[config.mk]
export PLATFORM = sky130hd
export DESIGN_NAME = datetime_stamp_validator
export DESIGN_NICKNAME = d
export VERILOG_FILES = /design/src/rtl/dsv_pkg.sv /design/src/rtl/datetime_stamp_validator.sv
export SDC_FILE = /design/constraint.sdc
export NUM_CORES = 1
export LEC_CHECK = 0
export BUFFER_PORTS_ARGS = -buffer_cell sky130_fd_sc_hd__clkbuf_2
export CORE_ASPECT_RATIO = 1.2
export CORE_UTILIZATION = 57
export CTS_BUF_LIST = sky130_fd_sc_hd__clkbuf_16
export DETAILED_ROUTE_END_ITERATION = 10
export PLACE_DENSITY = 0.75
export SLEW_MARGIN = 30
export SYNTH_ARGS = -nofsm -noshare
export SYNTH_HDL_FRONTEND = slang
export SYNTH_SLANG_ARGS = --single-unit
[constraint.sdc]
create_clock -name i_clk -period 3.8 [get_ports i_clk]
set_input_delay 0.57 -clock i_clk [delete_from_list [all_inputs] [get_ports i_clk]]
set_output_delay 0.57 -clock i_clk [all_outputs]
set_load 0.01 [all_outputs]
[src/rtl/dsv_pkg.sv]
// constants for the date-time stamp validator: layout positions, separator
// characters and two-digit field limits; no dependencies
`default_nettype none

package dsv_pkg;

    localparam int unsigned POS_W = 5;
    localparam int unsigned DIGIT_W = 4;
    localparam int unsigned FIELD_W = 7;

    localparam logic [POS_W-1:0] STAMP_LEN = 5'd19;
    localparam logic [POS_W-1:0] LAST_POS = 5'd18;

    localparam logic [7:0] CHAR_DASH = 8'h2D;
    localparam logic [7:0] CHAR_SPACE = 8'h20;
    localparam logic [7:0] CHAR_COLON = 8'h3A;
    localparam logic [7:0] CHAR_ZERO = 8'h30;
    localparam logic [7:0] CHAR_NINE = 8'h39;

    localparam logic [FIELD_W-1:0] MONTH_MAX = 7'd12;
    localparam logic [FIELD_W-1:0] DAY_MAX = 7'd31;
    localparam logic [FIELD_W-1:0] HOUR_MAX = 7'd23;
    localparam logic [FIELD_W-1:0] MINSEC_MAX = 7'd59;

    // units-digit positions of the two-digit fields
    localparam logic [POS_W-1:0] POS_MONTH = 5'd6;
    localparam logic [POS_W-1:0] POS_DAY = 5'd9;
    localparam logic [POS_W-1:0] POS_HOUR = 5'd12;
    localparam logic [POS_W-1:0] POS_MIN = 5'd15;
    localparam logic [POS_W-1:0] POS_SEC = 5'd18;

endpackage

`default_nettype wire

[src/rtl/datetime_stamp_validator.sv]
// date-time stamp validator top level: byte-serial check of YYYY-MM-DD HH:MM:SS
// depends on dsv_pkg for layout constants and field limits
`default_nettype none

// Takes one text byte per cycle while o_in_stall is low and, on the byte
// flagged last, delivers one pass/fail result for the whole stamp. A byte is
// checked in the cycle it is transferred: position, pass flag and pending
// tens digit update at that edge and the result lands in the output register,
// or in the skid register if the output register holds an untaken result, at
// that same edge. A two-entry output (result plus skid register) lets the
// input keep taking one byte per cycle while a result waits; o_in_stall
// rises only when both hold results; else throughput is one byte per clock.
module datetime_stamp_validator (
    input  wire logic       i_clk,
    input  wire logic       i_rst_n,
    input  wire logic       i_in_valid,
    output logic            o_in_stall,
    input  wire logic [7:0] i_text_byte,
    input  wire logic       i_is_last,
    output logic            o_out_valid,
    input  wire logic       i_out_stall,
    output logic            o_stamp_valid
);

    logic [dsv_pkg::POS_W-1:0]   r_pos, n_pos;
    logic                        r_ok, n_ok;
    logic [dsv_pkg::DIGIT_W-1:0] r_tens, n_tens;
    logic                        r_out_valid, n_out_valid;
    logic                        r_out_stamp, n_out_stamp;
    logic                        r_sk_valid, n_sk_valid;
    logic                        r_sk_stamp, n_sk_stamp;

    logic                        in_xfer;
    logic                        out_xfer;
    logic                        is_digit;
    logic                        is_sep_pos;
    logic                        is_tens_pos;
    logic [7:0]                  sep_char;
    logic [7:0]                  byte_off;
    logic [dsv_pkg::DIGIT_W-1:0] digit;
    logic [dsv_pkg::FIELD_W-1:0] field_val;
    logic                        field_ok;
    logic                        byte_ok;
    logic                        res_valid;
    logic                        res_stamp;

    assign in_xfer = i_in_valid && !o_in_stall;
    assign out_xfer = r_out_valid && !i_out_stall;

    always_comb begin
        is_sep_pos = (r_pos == 5'd4) || (r_pos == 5'd7) || (r_pos == 5'd10) ||
                     (r_pos == 5'd13) || (r_pos == 5'd16);
        is_tens_pos = (r_pos == 5'd5) || (r_pos == 5'd8) || (r_pos == 5'd11) ||
                      (r_pos == 5'd14) || (r_pos == 5'd17);
        if (r_pos == 5'd10) begin
            sep_char = dsv_pkg::CHAR_SPACE;
        end else if (r_pos == 5'd13 || r_pos == 5'd16) begin
            sep_char = dsv_pkg::CHAR_COLON;
        end else begin
            sep_char = dsv_pkg::CHAR_DASH;
        end
        is_digit = (i_text_byte >= dsv_pkg::CHAR_ZERO) &&
                   (i_text_byte <= dsv_pkg::CHAR_NINE);
        byte_off = i_text_byte - dsv_pkg::CHAR_ZERO;
        digit = byte_off[dsv_pkg::DIGIT_W-1:0];
        // tens * 10 + units
        field_val = {r_tens, 3'b000} + {2'b00, r_tens, 1'b0} + {3'b000, digit};
        unique case (r_pos)
            dsv_pkg::POS_MONTH: field_ok = (field_val >= 7'd1) &&
                                           (field_val <= dsv_pkg::MONTH_MAX);
            dsv_pkg::POS_DAY:   field_ok = (field_val >= 7'd1) &&
                                           (field_val <= dsv_pkg::DAY_MAX);
            dsv_pkg::POS_HOUR:  field_ok = field_val <= dsv_pkg::HOUR_MAX;
            dsv_pkg::POS_MIN,
            dsv_pkg::POS_SEC:   field_ok = field_val <= dsv_pkg::MINSEC_MAX;
            default:            field_ok = 1'b1;
        endcase

        if (r_pos >= dsv_pkg::STAMP_LEN) begin
            byte_ok = 1'b0;
        end else if (is_sep_pos) begin
            byte_ok = (i_text_byte == sep_char);
        end else begin
            byte_ok = is_digit && field_ok;
        end
    end

    always_comb begin
        n_pos = r_pos;
        n_ok = r_ok;
        n_tens = r_tens;
        res_valid = 1'b0;
        res_stamp = 1'b0;
        if (in_xfer) begin
            if (i_is_last) begin
                res_valid = 1'b1;
                res_stamp = r_ok && byte_ok && (r_pos == dsv_pkg::LAST_POS);
                n_pos = '0;
                n_ok = 1'b1;
                n_tens = '0;
            end else begin
                n_ok = r_ok && byte_ok;
                if (r_pos < dsv_pkg::STAMP_LEN) begin
                    n_pos = r_pos + 5'd1;
                end
                if (r_pos < dsv_pkg::STAMP_LEN && is_tens_pos && is_digit) begin
                    n_tens = digit;
                end
            end
        end
    end

    // result register with one skid entry behind it
    always_comb begin
        n_out_valid = r_out_valid;
        n_out_stamp = r_out_stamp;
        n_sk_valid = r_sk_valid;
        n_sk_stamp = r_sk_stamp;
        if (r_sk_valid) begin
            if (out_xfer) begin
                n_out_stamp = r_sk_stamp;
                n_sk_valid = 1'b0;
            end
        end else if (res_valid) begin
            if (!r_out_valid || out_xfer) begin
                n_out_valid = 1'b1;
                n_out_stamp = res_stamp;
            end else begin
                n_sk_valid = 1'b1;
                n_sk_stamp = res_stamp;
            end
        end else if (out_xfer) begin
            n_out_valid = 1'b0;
        end
    end

    always_ff @(posedge i_clk) begin
        if (!i_rst_n) begin
            r_pos <= '0;
            r_ok <= 1'b1;
            r_tens <= '0;
            r_out_valid <= 1'b0;
            r_sk_valid <= 1'b0;
        end else begin
            r_pos <= n_pos;
            r_ok <= n_ok;
            r_tens <= n_tens;
            r_out_valid <= n_out_valid;
            r_sk_valid <= n_sk_valid;
        end
    end

    always_ff @(posedge i_clk) begin
        r_out_stamp <= n_out_stamp;
        r_sk_stamp <= n_sk_stamp;
    end

    assign o_in_stall = r_sk_valid;
    assign o_out_valid = r_out_valid;
    assign o_stamp_valid = r_out_stamp;

endmodule

`default_nettype wire
# After elaboration in Yosys (flattened, before gate mapping)
# Index checks and enable logic that the tools add are counted.
totals:
  inputBits: 13
  register_bits: 14
  rom_bits: 0
  out_inout_bits: 3
  n_memories: 0
  latch_bits: 0
  mem_bits_rw: 0
op_classes:
  n_eq_ne: 18
  reduce_logical: 34
  n_bitwise: 2
  n_shift: 0
  n_addsub: 4
  div: 0
  n_mux: 25
  mul: 0
  n_lt_le_gt_ge: 9
ops:
  columns: ["cell", "n"]
  rows:
  - ["5-bit by 4-bit == test with 1-bit output, second input constant", 8]
  - ["5-bit by 3-bit == test with 1-bit output, second input constant", 4]
  - ["5-bit 2-to-1 mux", 4]
  - ["1-bit 2-to-1 mux", 18]
  - ["5-bit == test, second input constant", 3]
  - ["7-bit by 5-bit less-or-equal comparator with 1-bit output, second input constant", 2]
  - ["1-bit logical AND", 10]
  - ["1-bit logical OR", 10]
  - ["2-bit nonzero test", 5]
  - ["3-bit AND reduction", 3]
  - ["8-bit by 6-bit == test with 1-bit output", 1]
  - ["8-bit by 6-bit greater-or-equal comparator with 1-bit output, second input constant", 1]
  - ["8-bit by 6-bit less-or-equal comparator with 1-bit output, second input constant", 1]
  - ["4-bit 2-to-1 mux", 2]
  - ["7-bit by 4-bit adder with 7-bit output", 1]
  - ["7-bit by 5-bit adder with 7-bit output", 1]
  - ["7-bit by 1-bit greater-or-equal comparator with 1-bit output, second input constant", 1]
  - ["7-bit by 4-bit less-or-equal comparator with 1-bit output, second input constant", 1]
  - ["7-bit by 6-bit less-or-equal comparator with 1-bit output, second input constant", 1]
  - ["5-bit by 1-bit adder with 5-bit output, second input constant", 1]
  - ["5-bit greater-or-equal comparator, second input constant", 1]
  - ["5-bit less-than comparator, second input constant", 1]
  - ["2-bit by 1-bit != test with 1-bit output, second input constant", 2]
  - ["1-bit case mux with 4 select lines", 1]
  - ["other kinds (5)", 9]

# Depth between registers and ports, before layout
# Gate-level depths: netlist (run 1).
depth:
  word_depth: 15
  depth_mapped: 9
  depth_no_buf: 9

# Least setup slack after synthesis (run 1)
# Ideal clock, no wire load.
synth_timing:
  path_kind: "in2reg"
  from: "input port i_text_byte[3]"
  to: "register r_out_stamp, in the netlist o_stamp_valid (data pin)"
  setup_slack_ps: 896
  setup_ps: 253
  path_stages: 8
  t_arrival_ps: 2651
  path_buffers: 0
  t_required_ps: 3547
  path_cell_list: "fa_1 -> fa_1 -> o211ai_1 -> a32o_1 -> a211oi_1 -> o221a_2 -> o32a_2 -> o21ai_2"
synth_via:
  elab_chain_len: 15
  word_cells_on_any_way: 24
  cone_classes: "add/sub: 2; order compare: 7; eq/ne: 1; mux: 8; reduce/logical: 6"
synth_rtl:
  columns: ["item", "line_no", "rtl"]
  rows:
  - ["from (decl)", "datetime_stamp_validator.sv:18", "input wire logic [7:0] i_text_byte,"]
  - ["4-bit by 1-bit subtractor with 4-bit output", "datetime_stamp_validator.sv:64", "byte_off = i_text_byte - dsv_pkg::CHAR_ZERO;"]
  - ["7-bit by 4-bit adder with 7-bit output", "datetime_stamp_validator.sv:67", "field_val = {r_tens, 3'b000} + {2'b00, r_tens, 1'b0} + {3'b000, digit};"]
  - ["7-bit by 1-bit greater-or-equal comparator with 1-bit output (tied with other cells)", "datetime_stamp_validator.sv:69, datetime_stamp_validator.sv:71", null]
  - ["1-bit logical AND, on equally long branches", "datetime_stamp_validator.sv:71, datetime_stamp_validator.sv:69", null]
  - ["1-bit case mux with 4 select lines", "datetime_stamp_validator.sv:68", "unique case (r_pos)"]
  - ["1-bit logical AND", "datetime_stamp_validator.sv:84", "byte_ok = is_digit && field_ok;"]
  - ["1-bit 2-to-1 mux *", "datetime_stamp_validator.sv:81", "end else if (is_sep_pos) begin"]
  - ["1-bit 2-to-1 mux *", "datetime_stamp_validator.sv:79", "if (r_pos >= dsv_pkg::STAMP_LEN) begin"]
  - ["1-bit logical AND * (2 in a row)", "datetime_stamp_validator.sv:97", "res_stamp = r_ok && byte_ok && (r_pos == dsv_pkg::LAST_POS);"]
  - ["1-bit 2-to-1 mux *", "datetime_stamp_validator.sv:95", "if (i_is_last) begin"]
  - ["1-bit 2-to-1 mux *", "datetime_stamp_validator.sv:94", "if (in_xfer) begin"]
  - ["1-bit 2-to-1 mux *", "datetime_stamp_validator.sv:125", "if (!r_out_valid || out_xfer) begin"]
  - ["1-bit 2-to-1 mux *", "datetime_stamp_validator.sv:124", "end else if (res_valid) begin"]
  - ["1-bit 2-to-1 mux *", "datetime_stamp_validator.sv:119", "if (r_sk_valid) begin"]
  - ["net n_out_stamp", "datetime_stamp_validator.sv:29", "logic r_out_stamp, n_out_stamp;"]
  - ["to (signal assigned)", "datetime_stamp_validator.sv:154", "r_out_stamp <= n_out_stamp;"]
  - ["to (decl)", "datetime_stamp_validator.sv:29", null]
# The timed path passes the listed nets; every way through them passes the cells marked *. The select of a mux whose other input is x is not followed.
# A chain may end at the register's enable or synchronous reset.

# Worst setup path after layout (run 1)
# Same ends and word-level chain as after synthesis.

==> impl_results.md, run 1 <==
- Status: finished, violations left
- Violated checks: DRC
- Crit path time final: 2903 ps
- Clock root buffer: clkbuf_16
- Vias per inst: 6.347
- Syn avg cell area: 8.415 um2
- Placed insts: 172
- Switching share of power: 22.44%
- Reg clk slew, reported paths: 50 ps
- Initial antenna violation count: 0
- GP Congestion: 0.8449
- Combinational share of power: 11.5%
- GRT overflow: 0
- # DRC: 1
- Max_cap viols: 0
- Largest net degree at the start of global routing: 21
- Antenna Cells: 0
- Startpoint types: primary input
- Netlist cell types: 42
- Fin cells: 176
- Setup_tns: 0 ps
- Synthesis warning total: 0
- Final hold vios: 0
- Post-CTS Resized: 0
- Syn_nets: 168
- #FFs+latches synth: 14
- Setup violations, final: 0
- Post-synthesis sequential area ratio: 25.13%
- First-pass GRT wire length: 4.457 mm
- Clk Latency, worst-skew pair: 240 ps
- DRT antenna net count: 0
- Min setup slack post-route: 896.5 ps
- CP Capture Type: flip-flop
- Drt wl/cell: 14.92 um
- Power per cell area: 297.4 nW/um2
- RSZ-0062 raised after global routing: no
- Htree depth: 1
- Die Wd: 43.80 um
- CORE AREA: 1914 um2
- Post-CTS setup buffer count: 0
- Highest clock rate: 0.3444 GHz
- Synthesized cell area: 1195 um2
- Ranking of synthesized cells by area: dfxtp_1 20%, ha_1 12%, edfxtp_1 5.0%, a21oi_1 4.6%, nor2b_1 4.2%
- Die area: 2284 um2
- Number of placed I/O pins: 16
- Number of flops mapped to enable cells by yosys: 2
- Via count: 1117
- GRT Overall Usage: 26.49%
- Placement Setup Slack: 621.8 ps
- Top FF cell, synth: dfxtp_1
- Layout area overhead: 13.40%
- # hold bufs at CTS: 0
- CP Data Required Time: 3800 ps
- Post-synth top area cell: dfxtp_1
- # port buffers: 15
- CTS tree: built
- Slew Limit Fails: 0
- Seq pwr share: 39.4%
- Clock network fraction of total power: 49.1%
- Die H: 52.16 um
- Initial core utilization: 62.42%
- Most common cell in the netlist: dfxtp_1
- HP Class: flip-flop to flip-flop
- Clk buf depth: 2
- Max_slew headroom: 58.93%
- Placement Rows: 17
- CP Data Arrival Time: 2900 ps
- Filler cells: 156
- Crit-path max FO: 5
- Cell-internal power: 312.6 uW
- Area share of the leading cell type in the synthesized netlist: 20.10%
- FFs w/ async S/R, synth: 0%
- DRT iter0 DRCs: 35
- Setup CP Type: primary input to flip-flop
- Period utilisation layout: 76.41%
- Leakage: 0.0005283 uW
- Max VDD drop: 342.3 uV
- Layout Utilization: 70.78%
- Total CTS buffers: 3
- Worst slew pin tran: 615.2 ps
- Psw: 90.42 uW
- Hpwl dp: 2.007 mm
- Routed wire length: 2.626 mm
- Clock Skews: 1.460 ps
- Vias in the first global route: 1048
- Post-synth top cells: 12 x dfxtp_1, 11 x a21oi_1, 11 x ha_1, 11 x nand2_1, 10 x nor2_1
- First-pass detailed-route iteration total: 7
- Fraction of layout cells with a size suffix above 1: 14.65%
- Clock sinks: 14
- Mapped Cells: 142
- Layout Nets: 184
[metrics by stage]
| stage | hold WS (ps) | instance area (um2) | power (uW) |
|---|---|---|---|
| 4_1_cts | 501.3 | 1355 | 403.5 |
| 3_3_place_gp | 470.6 | 1276 | 206.0 |
| 5_1_grt | 532.5 | 1355 | 417.0 |
| 2_1_floorplan | 436.8 | 1195 | 188.0 |
| 3_5_place_dp | 466.5 | 1276 | 206.9 |
| 6_report | 506.2 | 1355 | 403.0 |
[metal layers]
metal	GRT usage, %	routed length [um]	up-vias
met5	0	0	-
met4	15.63	74	0
met3	4.167	138	9
met2	42.54	1227	36
met1	32.97	1185	510
li1	-	-	562
[sequential cells by signal, indices dropped and copies added (netlist names)]
signal and flops:
r_pos 5, o_stamp_valid 1, r_ok 1, o_in_stall 1
o_out_valid 1, r_sk_stamp 1, r_tens 4
[critical path: stages]
cell and delay [ps]:
clkbuf_2 120, fa_1 530, fa_1 620, o211ai_1 110, a32o_1 260, a211oi_1 220
o221a_2 230, o32a_2 170, o21ai_2 60
[cell usage in the layout (no fill, tap or decap), drive strengths merged, types with 2 or more instances in the layout]
cell type  instances
nand3b             2
inv                7
a21oi             11
a21boi             2
edfxtp             2
xnor2              2
nand2             11
o211ai             3
nor2b              8
nor4bb             4
ha                11
nor2              10
a22oi              4
a31oi              4
mux2i              2
o21ai              8
and3               3
nand3              8
a211oi             2
clkbuf            18
xor2               3
dfxtp             12
fa                 2
[path summary, 6_finish.rpt]
path / slack, ps / cells after the start / to / start
max: 900 / 9 / o_stamp_valid / i_text_byte[3]
min: 510 / 2 / r_ok / r_ok
max reg2reg: 1000 / 8 / o_stamp_valid / r_tens[0]
min reg2reg: 510 / 2 / r_ok / r_ok
[final cells by class]
cell class / count / area [um2] / share of cell area, %
Clock buffer: 3 / 75.07 / 5.540
Clock inverter: 1 / 3.754 / 0.2770
Inverter: 7 / 26.28 / 1.939
Multi-Input combinational cell: 117 / 850.8 / 62.79
Sequential cell: 14 / 300.3 / 22.16
Tap cell: 19 / 23.77 / 1.754
Timing Repair Buffer: 15 / 75.07 / 5.540
[power groups by stage]
stage	combinational [uW]	sequential, uW	clock (uW)
after detailed placement	45.6	161	0
after floorplan	27.2	161	0
after global placement	45.0	161	0
final	46.4	159	198
after CTS	46.2	159	199
after global routing	52.7	159	205
[kinds of logic (layout without fill, tap and decap cells)]
| group | Yosys count | in the layout | share of synthesized area [%] |
|---|---|---|---|
| buffers and inverters | 11 | 26 | 3.666 |
| flip-flops | 14 | 14 | 25.13 |
| AO/OA/AOI/OAI | 44 | 44 | 26.39 |
| multiplexers | 2 | 2 | 1.675 |
| adder cells (fa/ha/maj) | 13 | 13 | 14.87 |
| XOR/XNOR | 5 | 5 | 3.666 |
| AND/OR/NAND/NOR | 53 | 53 | 24.61 |
Power figures use the tool's default switching activity.
==> run 2, diff against run 1 <==
CORE_UTILIZATION = 51   (was 57)
PLACE_DENSITY = 0.71   (was 0.75)
clock period = 2.4 ns   (was 3.8 ns; I/O delays follow)
==> run 2 against run 1 <==
Against the previous run:
- the run ends with setup timing left
- critical path depth down 1
- non-clock buffer count up 13
- power up 59%
- largest power group unchanged
- global-route usage down 1.1 points
- clock power up 56%
- first-iteration DRC count down 51%
- via count up 4.7%
- utilization down 0.61 points
- die area up 11%
==> impl_results.md, run 2 (same netlist as run 1, synthesis figures left out) <==
- Max_slew headroom: 64.87% (+5.9 points)
- HP Class: primary input to flip-flop
- GRT Overall Usage: 25.44% (-1.1 points)
- Vias per inst: 5.845 (-7.9%)
- Die Wd: 46.19 um (+5.5%)
- Highest clock rate: 0.3886 GHz
- Status: finished, violations left
- Crit path time final: 2574 ps
- Fraction of layout cells with a size suffix above 1: 24.71% (+10 points)
- DRT iter0 DRCs: 17 (-51%)
- Total CTS buffers: 3 (unchanged)
- Psw: 139.9 uW (+55%)
- Vias in the first global route: 1096 (+4.6%)
- Clk buf depth: 2 (unchanged)
- Clock Skews: 2.504 ps (+1.044 ps)
- Die area: 2541 um2 (+11%)
- Routed wire length: 2.874 mm (+9.4%)
- # DRC: 0 (-1)
- Placed insts: 196 (+14%)
- Period utilisation layout: 107.2%
- GRT overflow: 0 (unchanged)
- Slew Limit Fails: 0 (unchanged)
- CORE AREA: 2140 um2 (+12%)
- Clock network fraction of total power: 48.1% (-1.0 points)
- Violated checks: setup timing
- Antenna Cells: 0 (unchanged)
- Final hold vios: 0 (unchanged)
- Clock root buffer: clkbuf_16
- Layout area overhead: 25.65%
- Hold path cells: 3 (+1)
- Flop2flop setup slack: -170 ps (-1170 ps)
- CTS tree: built
- Seq pwr share: 39.2% (-0.2 points)
- Fin cells: 200 (+14%)
- GP Congestion: 0.8041 (-4.8%)
- Placement Rows: 18 (+1)
- Max VDD drop: 580.8 uV (+70%)
- Layout Nets: 197 (+7.1%)
- CP Data Required Time: 2390 ps (-1410 ps)
- Combinational share of power: 12.8% (+1.3 points)
- Commonest non-fill, non-tap cell in the layout: clkbuf_2
- Most flop-heavy register: r_pos
- CP Data Arrival Time: 2570 ps (-330 ps)
- # port buffers: 15 (unchanged)
- Hpwl dp: 2.306 mm (+15%)
- Drt wl/cell: 14.37 um (-3.7%)
- RR Startpoint: r_tens[2]
- Setup violations, final: 3 (+3)
- Max_cap viols: 0 (unchanged)
- WHS Endpoint: o_in_stall
- Via count: 1169 (+4.7%)
- Largest net degree at the start of global routing: 20 (-4.8%)
- First-pass GRT wire length: 4.567 mm (+2.5%)
- Cell-internal power: 500.5 uW (+60%)
- Leakage: 0.0005990 uW (+13%)
- Initial core utilization: 55.85% (-6.6 points)
- CP Capture Type: flip-flop
- Power per cell area: 426.5 nW/um2 (+43%)
- Setup_tns: -375.6 ps (-375.6 ps)
- Startpoint types: flip-flop
- Top flop regs: r_pos x5, r_tens x4
- Setup CP Type: flip-flop to flip-flop
- Reg clk slew, reported paths: 50 ps (about the same)
- Crit-path max FO: 3 (-2)
- Clk Latency, worst-skew pair: 240 ps (about the same)
- Min setup slack post-route: -173.7 ps (-1070 ps)
- RSZ-0062 raised after global routing: yes
- Commonest non-fill, non-tap cells in the layout: 15 x clkbuf_2, 13 x buf_4, 11 x nand2_1, 11 x a21oi_1, 10 x nor2_1
- First-pass detailed-route iteration total: 4 (-3)
- Switching share of power: 21.84% (-0.59 points)
- Clock sinks: 14 (unchanged)
- Die H: 55.03 um (+5.5%)
- HP Start: i_in_valid
- Number of flip-flops under the largest register name: 5 (unchanged)
- Number of placed I/O pins: 16 (unchanged)
- DRT antenna net count: 0 (unchanged)
- # hold bufs at CTS: 0 (unchanged)
- Layout Utilization: 70.18% (-0.61 points)
- Worst reg-to-reg path cell count: 8 (unchanged)
- Worst slew pin tran: 526.3 ps (-88.99 ps)
- Initial antenna violation count: 0 (unchanged)
- RR Endpoint: o_stamp_valid
- Htree depth: 1 (unchanged)
## run 2: worst max-delay path: stages (launching register included)
cell	delay, ps
dfxtp_2	330
fa_1	500
fa_1	540
o211ai_1	110
a32o_1	240
a211oi_2	170
o221a_2	220
o32a_4	180
o21ai_2	50
## run 2: worst max path at each step
stage                          to      startpoint  slack, ps
floorplan           o_stamp_valid  i_text_byte[3]       -140
global placement    o_stamp_valid  i_text_byte[3]       -250
detailed placement  o_stamp_valid  i_text_byte[2]       -310
CTS                 o_stamp_valid       r_tens[0]       -200
global route        o_stamp_valid       r_tens[2]       -240
finish              o_stamp_valid       r_tens[2]       -170
## run 2: metrics by stage
step           cell area [um2]  total power (uW)  hold WS, ps  setup slack (ps)
2_1_floorplan             1221             298.2        436.6            -138.2
3_3_place_gp              1414             333.6        455.3            -252.9
3_5_place_dp              1414             336.3        463.8            -311.8
4_1_cts                   1500             645.7        407.9            -202.0
5_1_grt                   1501             668.7        428.9            -244.5
6_report                  1501             640.4        414.1            -173.7
## run 2: power groups by stage
stage               Combinational, uW  Sequential [uW]  Clock, uW
floorplan                        43.7              255          0
global placement                 78.9              255          0
detailed placement               80.9              255          0
CTS                              81.9              251        313
global route                     90.1              251        327
finish                           81.7              251        308
## run 2: layer usage
metal	global-route usage [%]	vias to the layer above	routed length (um)
met5	0	-	0
met4	6.373	0	17
met1	24.61	549	1149
met3	6.818	2	91
li1	-	594	-
met2	51.41	24	1616
## run 2: layout make-up
cell class                 count  area, um2
timing repair buffer          28      172.7
tap                           30      37.54
multi-input combinational    117      882.1
fill                         178      638.1
inverter                       7      26.28
clock inverter                 1      3.754
clock buffer                   3      75.07
sequential                    14      304.0
## run 2: what timing repair did
action	4_1_cts	5_1_grt
resized for setup	3	1
setup endpoints to repair	3	3
buffers inserted	0	0
pin swaps	4	2
==> run 3, diff against run 2 <==
HOLD_SLACK_MARGIN = 0.02   (was not set)
TNS_END_PERCENT = 1   (was not set)
==> run 3 against run 2 <==
Against the previous run:
- cell count stayed put
- routed wire length did not move
- highest routed layer unchanged
- setup slack unchanged
- the flow still finishes with violations (setup timing)
- die area unchanged
- sequential cell count stayed put
- power unchanged
- utilization stayed put
- critical path type unchanged
- critical path depth stayed put
==> impl_results.md, run 3 (same netlist as run 1, synthesis figures left out) <==
- Drt wl/cell: 14.37 um (unchanged)
- Die H: 55.03 um (unchanged)
- HP Class: primary input to flip-flop
- Crit-path max FO: 3 (unchanged)
- Top flop regs: r_pos x5, r_tens x4
- Fin cells: 200 (unchanged)
- Min Hold Slack: 414.1 ps (unchanged)
- Clk Latency, worst-skew pair: 240 ps (about the same)
- Layout Nets: 197 (unchanged)
- Setup CP Type: flip-flop to flip-flop
- Max_cap viols: 0 (unchanged)
- CP Data Arrival Time: 2570 ps (about the same)
- Clock root buffer: clkbuf_16
- Crit path cell chain: fa_1, fa_1, o211ai_1, a32o_1, a211oi_2, o221a_2, o32a_4, o21ai_2
- Number of flip-flops under the largest register name: 5 (unchanged)
- Number of placed I/O pins: 16 (unchanged)
- CORE AREA: 2140 um2 (unchanged)
- Highest clock rate: 0.3886 GHz (unchanged)
- Final hold vios: 0 (unchanged)
- Worst slew pin tran: 526.3 ps (unchanged)
- DRT antenna net count: 0 (unchanged)
- Clk buf depth: 2 (unchanged)
- Leakage: 0.0005990 uW (unchanged)
- Placement Setup Slack: -311.8 ps (unchanged)
- Cell mode on critical path: fa_1
- Via count: 1169 (unchanged)
- Clock sinks: 14 (unchanged)
- Initial core utilization: 55.85% (unchanged)
- Total CTS buffers: 3 (unchanged)
- # port buffers: 15 (unchanged)
- Commonest non-fill, non-tap cells in the layout: 15 x clkbuf_2, 13 x buf_4, 11 x nand2_1, 11 x a21oi_1, 10 x nor2_1
- Power per cell area: 426.5 nW/um2 (unchanged)
- Largest net degree at the start of global routing: 20 (unchanged)
- Routed wire length: 2.874 mm (unchanged)
- Hold path cells: 3 (unchanged)
- WHS Endpoint: o_in_stall
- Slowest stage cell, crit path: fa_1
- CTS tree: built
- Die Wd: 46.19 um (unchanged)
- Status: finished, violations left
- CP Data Required Time: 2390 ps (about the same)
- CP Capture Type: flip-flop
- GP Congestion: 0.8041 (unchanged)
- DRT iter0 DRCs: 17 (unchanged)
- Commonest non-fill, non-tap cell in the layout: clkbuf_2
- Max_slew headroom: 64.87% (unchanged)
- Placed insts: 196 (unchanged)
- Setup_tns: -375.6 ps (unchanged)
- Startpoint types: flip-flop
- Setup violations, final: 3 (unchanged)
- Clock Skews: 2.504 ps (unchanged)
- First-pass detailed-route iteration total: 4 (unchanged)
- Most flop-heavy register: r_pos
- RR Startpoint: r_tens[2]
- Initial antenna violation count: 0 (unchanged)
- Violated checks: setup timing
- Delay of the slowest critical-path stage: 540 ps (about the same)
- GRT overflow: 0 (unchanged)
- Vias in the first global route: 1096 (unchanged)
- Reg clk slew, reported paths: 50 ps (about the same)
- Worst reg-to-reg path cell count: 8 (unchanged)
- HP Start: i_in_valid
- Crit path time final: 2574 ps (unchanged)
- Htree depth: 1 (unchanged)
- Placement Rows: 18 (unchanged)
- Die area: 2541 um2 (unchanged)
- Layout area overhead: 25.65% (unchanged)
- Vias per inst: 5.845 (unchanged)
- GRT Overall Usage: 25.44% (unchanged)
- Flop2flop setup slack: -170 ps (about the same)
- # DRC: 0 (unchanged)
- Hpwl dp: 2.306 mm (unchanged)
- Period utilisation layout: 107.2% (unchanged)
- Filler cells: 178 (unchanged)
- Slew Limit Fails: 0 (unchanged)
- Antenna Cells: 0 (unchanged)
- Max VDD drop: 580.8 uV (unchanged)
- RSZ-0062 raised after global routing: yes
- RR Endpoint: o_stamp_valid
- First-pass GRT wire length: 4.567 mm (unchanged)
- Fraction of layout cells with a size suffix above 1: 24.71% (unchanged)
- Min setup slack post-route: -173.7 ps (unchanged)
[run 3: cell type report]
type	count	area, um2	share of cell area [%]
clock inverters	1	3.754	0.2500
clock buffers	3	75.07	5.000
inverters	7	26.28	1.750
flip-flops and latches	14	304.0	20.25
multi-input cells	117	882.1	58.75
repair buffers	28	172.7	11.50
well taps	30	37.54	2.500
[run 3: repair_timing]
action                                  4_1_cts  5_1_grt
endpoints found under the setup margin        3        3
buffers inserted                              0        0
resized for setup                             3        1
pin swaps                                     4        2
hold buffers                                  0        0
[run 3: worst max path at each step]
| stage | startpoint | to | cells after the start |
|---|---|---|---|
| after floorplan | i_text_byte[3] | o_stamp_valid | 8 |
| after CTS | r_tens[0] | o_stamp_valid | 8 |
| after detailed placement | i_text_byte[2] | o_stamp_valid | 10 |
| after global placement | i_text_byte[3] | o_stamp_valid | 9 |
| final | r_tens[2] | o_stamp_valid | 8 |
| after global routing | r_tens[2] | o_stamp_valid | 8 |
[run 3: stage by stage]
stage | area (um2) | total power (uW) | util (%)
after floorplan | 1221 | 298.2 | -
after global placement | 1414 | 333.6 | 66.08
after detailed placement | 1414 | 336.3 | 66.08
after CTS | 1500 | 645.7 | 70.12
after global routing | 1501 | 668.7 | 70.18
final | 1501 | 640.4 | 70.18
[run 3: routing by layer]
layer  track usage (%)  share of wire, %
met1             24.61                40
met2             51.41                56
met3             6.818               3.2
met4             6.373              0.59
met5                 0                 0
[run 3: where the power goes]
part / internal [uW] / switching [uW] / total (uW)
clock: 220 / 88.3 / 308
combinational: 36.8 / 44.8 / 81.7
sequential: 244 / 6.80 / 251
[run 3: critical path: cells and delay by family, from the launching register on]
| kind | cells | cell delay [ps] |
|---|---|---|
| AOI/OAI and AO/OA | 6 | 970 |
| adders and majority gates | 2 | 1040 |
| DFF | 1 | 330 |
